`config.mk`:
```
export PLATFORM = sky130hd
export DESIGN_NAME = qpht_ram
export DESIGN_NICKNAME = d
export VERILOG_FILES = /design/src/design/assert_macros.svh /design/src/design/qpht_pkg.sv /design/src/design/qpht_ram.sv
export SDC_FILE = /design/constraint.sdc
export NUM_CORES = 2
export LEC_CHECK = 0
export BUFFER_PORTS_ARGS = -buffer_cell sky130_fd_sc_hd__buf_2
export CAP_MARGIN = 20
export CORE_UTILIZATION = 30
export DETAILED_ROUTE_END_ITERATION = 8
export PLACE_DENSITY = 0.52
export SYNTH_ARGS = -nofsm -noshare
export SYNTH_HDL_FRONTEND = slang
export SYNTH_SLANG_ARGS = --single-unit
```
`constraint.sdc`:
```
create_clock -name clk -period 4.2 [get_ports clk]
set_input_delay 0.84 -clock clk [delete_from_list [all_inputs] [get_ports clk]]
set_output_delay 0.84 -clock clk [all_outputs]
set_load 0.05 [all_outputs]
```
`src/design/assert_macros.svh`:
```
// Assertion macros shared by the quadratic probe hash table RTL.
// No dependencies; included by the files that carry concurrent checks.
`ifndef ASSERT_MACROS_SVH
`define ASSERT_MACROS_SVH

// Same-cycle implication, disabled while reset is high.
`define ASSERT_IMPLIES(label, clk, rst, ante, cons) \
  label: assert property (@(posedge clk) disable iff (rst) (ante) |-> (cons)) \
    else $error("assertion failed: implication");

// Next-cycle implication, disabled while reset is high.
`define ASSERT_NEXT(label, clk, rst, ante, cons) \
  label: assert property (@(posedge clk) disable iff (rst) (ante) |=> (cons)) \
    else $error("assertion failed: next-cycle implication");

`endif

```
`src/design/qpht_pkg.sv`:
```
// Package for the quadratic probe hash table: field widths, result codes,
// sequencer states and the status bundle. No dependencies.
`timescale 1ns / 1ps
`default_nettype none

package qpht_pkg;

  localparam int DEF_TABLE_DEPTH = 256;
  localparam int DEF_KEY_WIDTH   = 16;

  localparam int SIZE_W   = 9;
  localparam int POS_W    = 8;
  localparam int STATUS_W = 3;

  localparam logic [SIZE_W-1:0] SIZE_RESET = 9'd256;

  localparam logic KIND_INSERT = 1'b0;
  localparam logic KIND_LOOKUP = 1'b1;

  typedef enum logic [STATUS_W-1:0] {
    ST_STORED   = 3'd0,
    ST_PRESENT  = 3'd1,
    ST_OVERFLOW = 3'd2,
    ST_FOUND    = 3'd3,
    ST_MISSING  = 3'd4
  } status_t;

  typedef enum logic [2:0] {
    S_CLEAR,
    S_IDLE,
    S_HASH,
    S_PROBE_RD,
    S_PROBE_CHK,
    S_SCAN,
    S_SCAN_END,
    S_DONE
  } state_t;

  typedef struct packed {
    logic clearing;
    logic overflow_seen;
    logic div_busy;
  } ctrl_stat_t;

endpackage

`default_nettype wire

```
`src/design/qpht_ram.sv`:
```
// Simple dual-port synchronous RAM, one write and one registered read port.
// Depends on qpht_pkg for default sizes.
`timescale 1ns / 1ps
`default_nettype none

module qpht_ram #(
  parameter int WIDTH = qpht_pkg::DEF_KEY_WIDTH,
  parameter int DEPTH = qpht_pkg::DEF_TABLE_DEPTH
) (
  input  logic                     clk,
  input  logic                     we,
  input  logic [$clog2(DEPTH)-1:0] waddr,
  input  logic [WIDTH-1:0]         wdata,
  input  logic                     re,
  input  logic [$clog2(DEPTH)-1:0] raddr,
  output logic [WIDTH-1:0]         rdata
);

  logic [WIDTH-1:0] mem [DEPTH];

  always_ff @(posedge clk) begin
    if (we) begin
      mem[waddr] <= wdata;
    end
  end

  always_ff @(posedge clk) begin
    if (re) begin
      rdata <= mem[raddr];
    end
  end

endmodule

`default_nettype wire

```
* After elaboration in Yosys (flattened, before gate mapping)
Memories as Yosys holds them, arrays and structs flattened. A register that Yosys moved wholly into a read port is not among the register bits.
Index checks and enable logic that the tools add are counted.
** Storage, ports and cells
- Bits in registers :: 0
- RAM bits :: 4096
- Memories :: 1
- Output and inout bits :: 16
- Bits of input ports :: 35
** Memory list
- mem :: depth 256, bits a word 16, rd ports 1, clocked after Yosys merged registers in 1, wr ports 1, line qpht_ram.sv:19 : logic [WIDTH-1:0] mem [DEPTH];
** Cells by class
- Mux-type cells :: 2
** Operator list (count)
- $mux 1 :: 2

* Depth between registers and ports, before layout
- Depth in word-level cells :: 2
- Gate-level depth with buffers :: 12
- Depth with buffers taken out :: 6

* Least setup slack after synthesis
No wires, ideal clock.
- Path kind :: input port to flip-flop
- Start :: input raddr[0]
- End :: register rdata[4], read port of mem (data pin)
- Cell stages on the path :: 8
- Slack :: 1111 ps
- Required time :: 3935 ps
- Data arrival time :: 2824 ps
- Setup time :: 265 ps
- Cell sequence :: buf_6 -> buf_6 -> buf_2 -> mux4_2 -> mux4_2 -> a22o_1 -> o32ai_2 -> nor4_2
** RTL lines
- from (decl) :: line qpht_ram.sv:15 : input logic [$clog2(DEPTH)-1:0] raddr,
- to (decl) :: line qpht_ram.sv:16 : output logic [WIDTH-1:0] rdata

==> results.yml <==
worst_setup_path:
  max_stage_delay_ns: 0.72
  worstPathArrival_ns: 4.50
  cp_data_required_time_ns: 5.01
  cpMostUsedCell: "buf_12"
  r2r-end: "rdata[3]"
  end_kind: "flip-flop"
  critical_path_class: "in2reg"
  r2r-start: "mem[209][3]"
  crit_path_cell_trace: "buf_12, buf_12, buf_12, buf_4, buf_4, mux2i_1, o221ai_1, o22ai_1, a21oi_1, nand4_1, nor4_1"
  cp.buffers_inverters: 5
  path_delay_family: "compound AO/OA/AOI/OAI gates"
  reg2regPathDepth: 6
  worstSetupStartpointType: "input port"
  slowest_stage: "a21oi_1"
  reg2reg_slack_ns: 1.05
  crit_path_max_fanout: 20
sta:
  period_needed_ns: 3.70
  final.setup_skew_ns: 0.100
  final-setup-viol-count: 0
  finalCritPeriodShare: 0.880
  slew_violations: 0
  max_freq_ghz: 0.271
  worstMarginPinSlew_ns: 1.15
  hold_viol: 0
  rsz0062_at_grt: "false"
  slew-limit-headroom: 0.233
layout:
  layout.nets: 8167
  layout-drive-gt1-share: 0.283
  multi_input_area_um2: 33100
  fillCellCount: 48300
  syn_to_final_growth_pct: 17.2
  mostFrequentLayoutCell: "edfxtp_1"
  area.sequential_um2: 123000
  stdcell_count: 15500
  stdcell_area_um2: 186000
  layout_common_cells: "4,112 x edfxtp_1, 797 x mux4_2, 652 x buf_4"
placement:
  numPortBuffers: 50
  dpl.hpwl_um: 282000
  place_inst: 14700
  dpl-instance-area_um2: 173000
  place_congestion: 0.825
pwr:
  power_w: 0.0868
  ir_drop_mv: 0.360
  power_frac_clock: 0.424
  power.switching_w: 0.0189
  switching_share: 0.218
  combPwrFrac: 0.054
  pwr-share-seq: 0.522
  p_per_area_nw_per_um2: 466
  p_int_w: 0.0679
  leakagePower_nw: 58.7
route:
  wl_um: 458000
  first_pass_iters: 5
  wl_per_cell_um: 29.6
  ant_nets: 0
  remaining_drc_errors: 0
  vias: 79800
  drt_iter0_markers: 9107
  viasPerCell: 5.16
grt:
  grt_pass1_wl_um: 638000
  grt_pass1_vias: 80500
  grt_overflow: 0
  grt_usage: 0.168
  antenna_found_initial: 40
  grt_max_degree: 121
clocking:
  clk_latency_ns: 1.05
  postCtsSetupBuffers: 0
  h-tree-depth: 5
  clkTransAtPathRegs_ns: 0.06
  cts_made_buffers: 416
  root_buffer: "clkbuf_16"
  cts_resized: 0
  cts_sinks: 4112
  cts_hold_buf: 0
  cts_buffer_depth: 4
  cts_tree: "yes"
floorplanning:
  die_y_um: 730
  die_area_um2: 532000
  num_rows: 266
  start_util: 0.302
  die-width_um: 730
  io_pins: 51
  placeableCoreArea_um2: 526000
synthesis:
  ys_top_cells_by_area: "edfxtp_1 78%, mux4_2 11%, mux2i_1 3.6%"
  syn_area_per_cell_um2: 21.6
  yosysWarnings: 0
  synthFlopType: "edfxtp_1"
  yosysSeqAreaShare: 0.777
  syn_area_um2: 159000
  synth-seq-cells: 4112
  synth_top_cell_area_share: 0.777
  synthArstFlopShare: 0
  synth_nets: 7395
  synth-edff-count: 4112
  ys_types: 51
  postSynthCellCount: 7360
  synth_top_cell_by_area: "edfxtp_1"
run_status:
  status: "completed"
min_path:
  min_to: "mem[190][7]"
  hold_depth: 1
  min-delay-start: "wdata[7]"
  hold_path.class: "in2reg"
job:
  max-cap-violations: 0
-- power groups by stage --
stage	sequential [W]	combinational, W	clock [W]
CTS	0.0453	0.00472	0.0374
global route	0.0453	0.00488	0.0388
floorplan	0.0462	0.00223	0
global placement	0.0462	0.00464	0
finish	0.0453	0.00467	0.0368
detailed placement	0.0462	0.00471	0
-- layout make-up --
type	instances	area share
clock buffers	512	0.0586
flip-flops and latches	4112	0.663
repair buffers	806	0.0400
clock inverters	249	0.0133
well taps	6968	0.0468
multi-input cells	2792	0.178
inverters	4	0.000148
diodes	22	0.000296
-- per-layer routing --
metal	vias to the layer above	part of all wire	global-route usage
met4	14	0.030	0.0469
met3	592	0.064	0.0257
met1	43400	0.42	0.229
li1	32900	-	-
met2	2911	0.49	0.279
met5	-	0.00020	0
-- registers in the layout, indices dropped and copies added (netlist names) --
signal  flops
mem      4096
rdata      16
-- Yosys cell counts, types with 18 or more instances --
library cell / number
a211oi_1: 18
a21oi_1: 175
a221oi_1: 28
a22o_1: 32
a22oi_1: 43
buf_1: 27
buf_2: 76
buf_4: 26
buf_6: 77
clkbuf_1: 230
edfxtp_1: 4112
mux2_2: 88
mux2i_1: 565
mux4_2: 797
nand2_1: 38
nand3_1: 35
nand4_1: 26
nor2_1: 304
nor3_1: 92
o21ai_0: 37
o221ai_1: 252
o22ai_1: 148
o32ai_1: 20
-- stage by stage --
stage / utilization / hold slack, ns / worst slack [ns] / TNS, ns
final: 0.354 / 0.235 / 0.504 / 0
after global routing: 0.354 / 0.220 / 0.505 / 0
after detailed placement: 0.328 / 1.17 / -0.527 / -0.819
after CTS: 0.354 / 0.189 / 0.544 / 0
after floorplan: - / 0.939 / 1.11 / 0
after global placement: 0.328 / 1.17 / -0.551 / -1.36
-- logic make-up (layout without fill, tap and decap cells) --
logic type,count (synthesis),in the layout,synth area share
flops,4112,4112,0.777
other cells,0,22,0
simple gates,556,556,0.0157
mux,1450,1450,0.155
buf+inv,456,1571,0.0169
compound gates,786,786,0.0353
-- worst max path at each step --
stage	end	cells past startpoint	slack (ns)	from
floorplan	rdata[4]	8	1.11	raddr[0]
global placement	rdata[3]	11	-0.55	raddr[0]
detailed placement	rdata[3]	11	-0.53	raddr[0]
CTS	rdata[3]	11	0.54	raddr[0]
global route	rdata[3]	11	0.51	raddr[0]
finish	rdata[3]	11	0.50	raddr[0]
(Power assumes the default switching activity.)
