### config.mk
export PLATFORM = sky130hd
export DESIGN_NAME = qpht_mod
export DESIGN_NICKNAME = d
export VERILOG_FILES = /design/src/design/assert_macros.svh /design/src/design/qpht_pkg.sv /design/src/design/qpht_mod.sv
export SDC_FILE = /design/constraint.sdc
export NUM_CORES = 1
export LEC_CHECK = 0
export ABC_AREA = 1
export BUFFER_PORTS_ARGS = -buffer_cell sky130_fd_sc_hd__buf_2
export CELL_PAD_IN_SITES_DETAIL_PLACEMENT = 1
export CELL_PAD_IN_SITES_GLOBAL_PLACEMENT = 2
export CORE_MARGIN = 2
export CORE_UTILIZATION = 35
export DETAILED_ROUTE_END_ITERATION = 10
export PLACE_DENSITY = 0.95
export SYNTH_ARGS = -nofsm -noshare
export SYNTH_HDL_FRONTEND = slang
export SYNTH_SLANG_ARGS = --single-unit
export TNS_END_PERCENT = 5
### constraint.sdc
create_clock -name clk -period 3.3 [get_ports clk]
set_input_delay 0.33 -clock clk [delete_from_list [all_inputs] [get_ports clk]]
set_output_delay 0.33 -clock clk [all_outputs]
set_load 0.05 [all_outputs]
### src/design/assert_macros.svh
// Assertion macros shared by the quadratic probe hash table RTL.
// No dependencies; included by the files that carry concurrent checks.
`ifndef ASSERT_MACROS_SVH
`define ASSERT_MACROS_SVH

// Same-cycle implication, disabled while reset is high.
`define ASSERT_IMPLIES(label, clk, rst, ante, cons) \
  label: assert property (@(posedge clk) disable iff (rst) (ante) |-> (cons)) \
    else $error("assertion failed: implication");

// Next-cycle implication, disabled while reset is high.
`define ASSERT_NEXT(label, clk, rst, ante, cons) \
  label: assert property (@(posedge clk) disable iff (rst) (ante) |=> (cons)) \
    else $error("assertion failed: next-cycle implication");

`endif

### src/design/qpht_pkg.sv
// Package for the quadratic probe hash table: field widths, result codes,
// sequencer states and the status bundle. No dependencies.
`timescale 1ns / 1ps
`default_nettype none

package qpht_pkg;

  localparam int DEF_TABLE_DEPTH = 256;
  localparam int DEF_KEY_WIDTH   = 16;

  localparam int SIZE_W   = 9;
  localparam int POS_W    = 8;
  localparam int STATUS_W = 3;

  localparam logic [SIZE_W-1:0] SIZE_RESET = 9'd256;

  localparam logic KIND_INSERT = 1'b0;
  localparam logic KIND_LOOKUP = 1'b1;

  typedef enum logic [STATUS_W-1:0] {
    ST_STORED   = 3'd0,
    ST_PRESENT  = 3'd1,
    ST_OVERFLOW = 3'd2,
    ST_FOUND    = 3'd3,
    ST_MISSING  = 3'd4
  } status_t;

  typedef enum logic [2:0] {
    S_CLEAR,
    S_IDLE,
    S_HASH,
    S_PROBE_RD,
    S_PROBE_CHK,
    S_SCAN,
    S_SCAN_END,
    S_DONE
  } state_t;

  typedef struct packed {
    logic clearing;
    logic overflow_seen;
    logic div_busy;
  } ctrl_stat_t;

endpackage

`default_nettype wire

### src/design/qpht_mod.sv
// Bit-serial restoring remainder unit: key mod size, one key bit per cycle.
// Depends on qpht_pkg for the size width.
`timescale 1ns / 1ps
`default_nettype none

module qpht_mod #(
  parameter int KEY_WIDTH = qpht_pkg::DEF_KEY_WIDTH
) (
  input  logic                        clk,
  input  logic                        rst,
  input  logic                        start,
  input  logic [KEY_WIDTH-1:0]        dividend,
  input  logic [qpht_pkg::SIZE_W-1:0] divisor,
  output logic                        busy,
  output logic                        done,
  output logic [qpht_pkg::SIZE_W-1:0] remainder
);

  localparam int CNT_W = $clog2(KEY_WIDTH + 1);

  logic [KEY_WIDTH-1:0]          shreg;
  logic [CNT_W-1:0]              cnt;
  logic [qpht_pkg::SIZE_W-1:0]   dvs;
  logic [qpht_pkg::SIZE_W:0]     trial;
  logic [qpht_pkg::SIZE_W-1:0]   rem_next;

  // The running remainder stays below the divisor, so one subtract suffices.
  always_comb begin
    trial = {remainder, shreg[KEY_WIDTH-1]};
    if (trial >= {1'b0, dvs}) begin
      rem_next = qpht_pkg::SIZE_W'(trial - {1'b0, dvs});
    end else begin
      rem_next = qpht_pkg::SIZE_W'(trial);
    end
  end

  always_ff @(posedge clk) begin
    if (rst) begin
      busy <= 1'b0;
      done <= 1'b0;
      cnt  <= '0;
    end else begin
      done <= 1'b0;
      if (start) begin
        busy <= 1'b1;
        cnt  <= CNT_W'(KEY_WIDTH);
      end else if (busy) begin
        cnt <= cnt - 1'b1;
        if (cnt == CNT_W'(1)) begin
          busy <= 1'b0;
          done <= 1'b1;
        end
      end
    end
  end

  always_ff @(posedge clk) begin
    if (start) begin
      shreg     <= dividend;
      dvs       <= divisor;
      remainder <= '0;
    end else if (busy) begin
      shreg     <= shreg << 1;
      remainder <= rem_next;
    end
  end

endmodule

`default_nettype wire

Word-level counts from Yosys, hierarchy flattened
Index checks and enable logic that the tools add are counted.
Widths: inputs -> output; s select.
{"block": "word_totals", "reg_bits": 41, "inputBits": 28}
{"block": "classes", "add_sub_neg": 2, "n_bitwise": 1, "eq_ne": 1, "n_reduce_logical": 3, "order_cmp": 1, "n_mux": 9}
{"operator": "$mux 16", "n": 2}
{"operator": "$ge 10x9->1", "n": 1}
{"operator": "$mux 5", "n": 2}
{"operator": "$mux 9", "n": 1}
{"operator": "$sub 9x9->9", "n": 1}
{"operator": "$eq 5x1->1 const B", "n": 1}
{"operator": "$sub 5x1->5 const B", "n": 1}
{"operator": "$mux 1", "n": 4}
{"operator": "$reduce_or 3->1", "n": 1}
{"operator": "$reduce_bool 2->1", "n": 1}
{"operator": "$reduce_or 2->1", "n": 1}
{"operator": "$not 1->1", "n": 1}

Depth between registers and ports, before layout
{"block": "depth", "depth_word": 4, "ltp_mapped": 12, "ltp_nobuf": 12}

Least setup slack after synthesis
Ideal clock, no wire load.
{"block": "synth_path", "path_type": "reg2reg", "start": "register remainder[1] in the netlist's numbering", "end": "register remainder[3] in the netlist's numbering", "path_buffers": 1, "setup_slack_ps": 1406, "stages_incl_launch_ff": 11, "t_arrival_ps": 1753, "period_less_slack_ps": 1894, "setup_time_ps": 141, "cell_sequence": "dfxtp_1 > ha_1 > nand2_2 > nor2_1 > nand2_1 > nor2_1 > nor2_1 > buf_6 > nand3_1 > nand3_1 > o21ai_0"}
{"block": "synth_via", "elab_chain_len": 2}
{"item": "start: declaration", "line_no": "qpht_mod.sv:16", "rtl": "output logic [qpht_pkg::SIZE_W-1:0] remainder"}
{"item": "start signal: assignment", "line_no": "qpht_mod.sv:64", "rtl": "remainder <= rem_next;"}
{"item": "$sub 9x9->9 or $ge 10x9->1 (tied branches)", "line_no": "qpht_mod.sv:31, qpht_mod.sv:30"}
{"item": "$mux 9 (*)", "line_no": "qpht_mod.sv:30", "rtl": "if (trial >= {1'b0, dvs}) begin"}
Every way passes the cells marked *; elsewhere a longest branch is shown, timed or not.
A chain may end at the register's enable or synchronous reset.

Worst setup path in the final report
{"block": "layout_path", "start": "register dvs[4] in the netlist's numbering", "end": "register remainder[2] in the netlist's numbering"}
{"block": "layout_via", "elab_chain_len": 2}
{"item": "start: declaration", "line_no": "qpht_mod.sv:23", "rtl": "logic [qpht_pkg::SIZE_W-1:0] dvs;"}
{"item": "start signal: assignment", "line_no": "qpht_mod.sv:60", "rtl": "dvs <= divisor;"}
{"item": "$ge 10x9->1", "line_no": "qpht_mod.sv:30"}
{"item": "$mux 9", "line_no": "qpht_mod.sv:30"}
Every way passes these cells.

==> impl_results.md <==
* Status: completed
* Top post-synthesis cells by area: edfxtp_1, nand2_1, dfxtp_1
* Buffer count from post-CTS setup fixing at 0
* Initial antenna violation count at 0
* Syn Area/Cell at 8.128 µm²
* DRT Pass-1 Iters at 4
* Slew Limit Headroom at a little under half
* Final min period at 2.247 ns
* Flops & latches, synth at 41
* Via density at about 4.6
* Slew Limit Fails at 0
* Cts hold-fix bufs at 0
* CP Launch Type: flop
* FP Rows at 28
* Yosys cell types at 27
* Yosys top cell area share at between 30 and 40%
* Crit Path Class: reg -> reg
* Skew-Pair Late Insertion Delay at ~0.29 ns
* HPWL Detailed at 3782 µm
* Post-synth EDFFs at 25
* Cells after DPL at ~380
* Post-DP Area at approximately 2400 µm²
* DR iter-0 viols at between 40 and 50
* # resized after CTS at 0
* Max_cap viols at 0
* Critical path arrival at between 2 and 2.5 ns
* Top FF cell, synth: edfxtp_1
* Routed WL at roughly 4900 µm
* Finished Cell Area at roughly 2500 µm²
* Port buffer count at 38
* PwrDens at about 440 nW/µm²
* WHS at between 0.2 and 0.25 ns
* Post-route ant nets at 0
* Core area at 5991 µm²
* H-tree depth at 2
* # diodes at 0
* First-pass GRT wire length at between 8000 and 9000 µm
* Clk slew on worst S/H paths at around 0.070 ns
* TritonCTS Sinks at 41
* Yosys warning total at 0
* Clock skew at around 0.0046 ns
* RSZ-0062 raised after global routing: no
* Worst slew pin tran at roughly 0.8 ns
* Final Hold Viols at 0
* Most numerous cell in the Yosys netlist: nand2_1
* I/O pins at 39
* Commonest cells post-synth: nand2_1, inv_1, nand3_1
* # DRC at 0
* Largest net degree at the start of global routing at 30
* Die Area at 6920 µm²
* Starting Density at between 30% and 40%
* Vias at approximately 1800
* Num CTS Buffers at 5
* Largest area contributor in the netlist: edfxtp_1
* GRT Residual Overflow at 0
* CTS tree: built
* Peak VDD IR at between 0.0002 and 0.00025 V
* Worst setup slack after layout at roughly 1.1 ns
* Vias in the first global route at about 1900
* Net count, final at 350
* Post-Layout Cell Count at approximately 390
* Final setup vio count at 0
* Post-synthesis cell area at 2195 µm²
* Synth async-reset ratio at 0%
* Crit path capture type: flop
* Final RePlAce weighted congestion at 0.8144
* Die Wd at ~83 µm
* Tot GR Track Use at between 10% and 20%
* Post-Syn Instances at 270
* Max FO, Critical Path at 11
* Layout cell share with drive strength beyond 1 at between 10% and 20%
* Required time worst endpoint at between 3 and 4 ns
* Final period util at between 60% and 70%
* Max Freq at ~450 MHz
* Wire per inst at around 13 µm
* Sequential share of the synthesized area at just under 50%
* DP Worst Slack at 1.048 ns
* Setup TNS at 0 ns
* HP Class: in -> reg
* Cell leakage power at 1.296 nW
* Clock tree buffer depth at 2
* Synth Net Count at 310
* Die Ht at 83.19 µm
* Synth-to-Final Area Change at 14.94%
* Clk root buf: clkbuf_8
## sequential cells by signal, indices dropped and copies added (netlist names)
register / flops
cnt: 5
busy: 1
dvs: 9
done: 1
remainder: 9
shreg: 16
## metrics by stage
stage,total power [mW],utilization [%]
6_report,1.104,42.11
5_1_grt,1.163,42.11
2_1_floorplan,0.7557,-
4_1_cts,1.123,42.11
3_3_place_gp,0.8037,40.75
3_5_place_dp,0.8079,40.75
## placed cells by master (no fill, tap or decap), types with 3 or more instances in the layout
cell and instances:
nand2_1 91, inv_1 41, buf_2 38, nand3_1 27
edfxtp_1 25, nor2_1 16, dfxtp_1 16, ha_1 11
nand2_2 6, clkbuf_8 5, a21oi_1 4, clkinv_1 3
nor3_1 3, o21ai_0 3, nand3b_1 3, nand4_1 3
xnor2_1 3
## kinds of logic (layout without fill, tap and decap cells)
kind of cell    count (synthesis)  after routing  share of synthesized area [%]
flops                          41             41                          48.80
xor+xnor                        4              4                          1.597
buf+inv                        47             88                          8.894
compound gates                 12             12                          3.022
simple gates                  154            154                          30.50
fa+ha+maj                      12             12                          7.184
## layout make-up
type                            count  area, µm²
Fill cell                         748       3468
Multi-Input combinational cell    182      928.4
Clock inverter                      3      12.51
Tap cell                           75      93.84
Timing Repair Buffer               38      190.2
Sequential cell                    41       1071
Inverter                           42      157.7
Clock buffer                        5      68.82
## critical path: stages (launching register included)
cell and delay (ns):
edfxtp_1 0.36, inv_1 0.09, ha_1 0.30, nand2_2 0.12
nor2_2 0.04, inv_1 0.06, nor2_1 0.05, nor2_1 0.61
nand2_2 0.24, nand2_1 0.11, nand3_1 0.08, o21ai_0 0.09
## power by group
part	switching, mW	leakage (nW)	internal, mW
registers	0.0163	0.383	0.587
logic	0.125	0.870	0.0672
clock network	0.167	0.0430	0.142
## worst paths after layout
path / slack (ns) / depth (start not counted) / to / start
worst max-delay path: 1.05 / 11 / remainder[2] / dvs[4]
worst min-delay path: 0.21 / 1 / dvs[3] / divisor[3]
worst max register to register: 1.05 / 11 / remainder[2] / dvs[4]
worst min register to register: 0.49 / 2 / remainder[5] / remainder[5]
## per-layer routing
layer / share of wire [%] / wire length [µm] / vias to the layer above / track usage, %
li1: - / - / 939 / -
met1: 47 / 2338 / 802 / 19.30
met2: 49 / 2399 / 28 / 26.39
met3: 3.0 / 148 / 4 / 2.982
met4: 0.99 / 49 / 0 / 4.471
met5: 0 / 0 / - / 0
No activity file was read; power rests on OpenSTA's default activity.
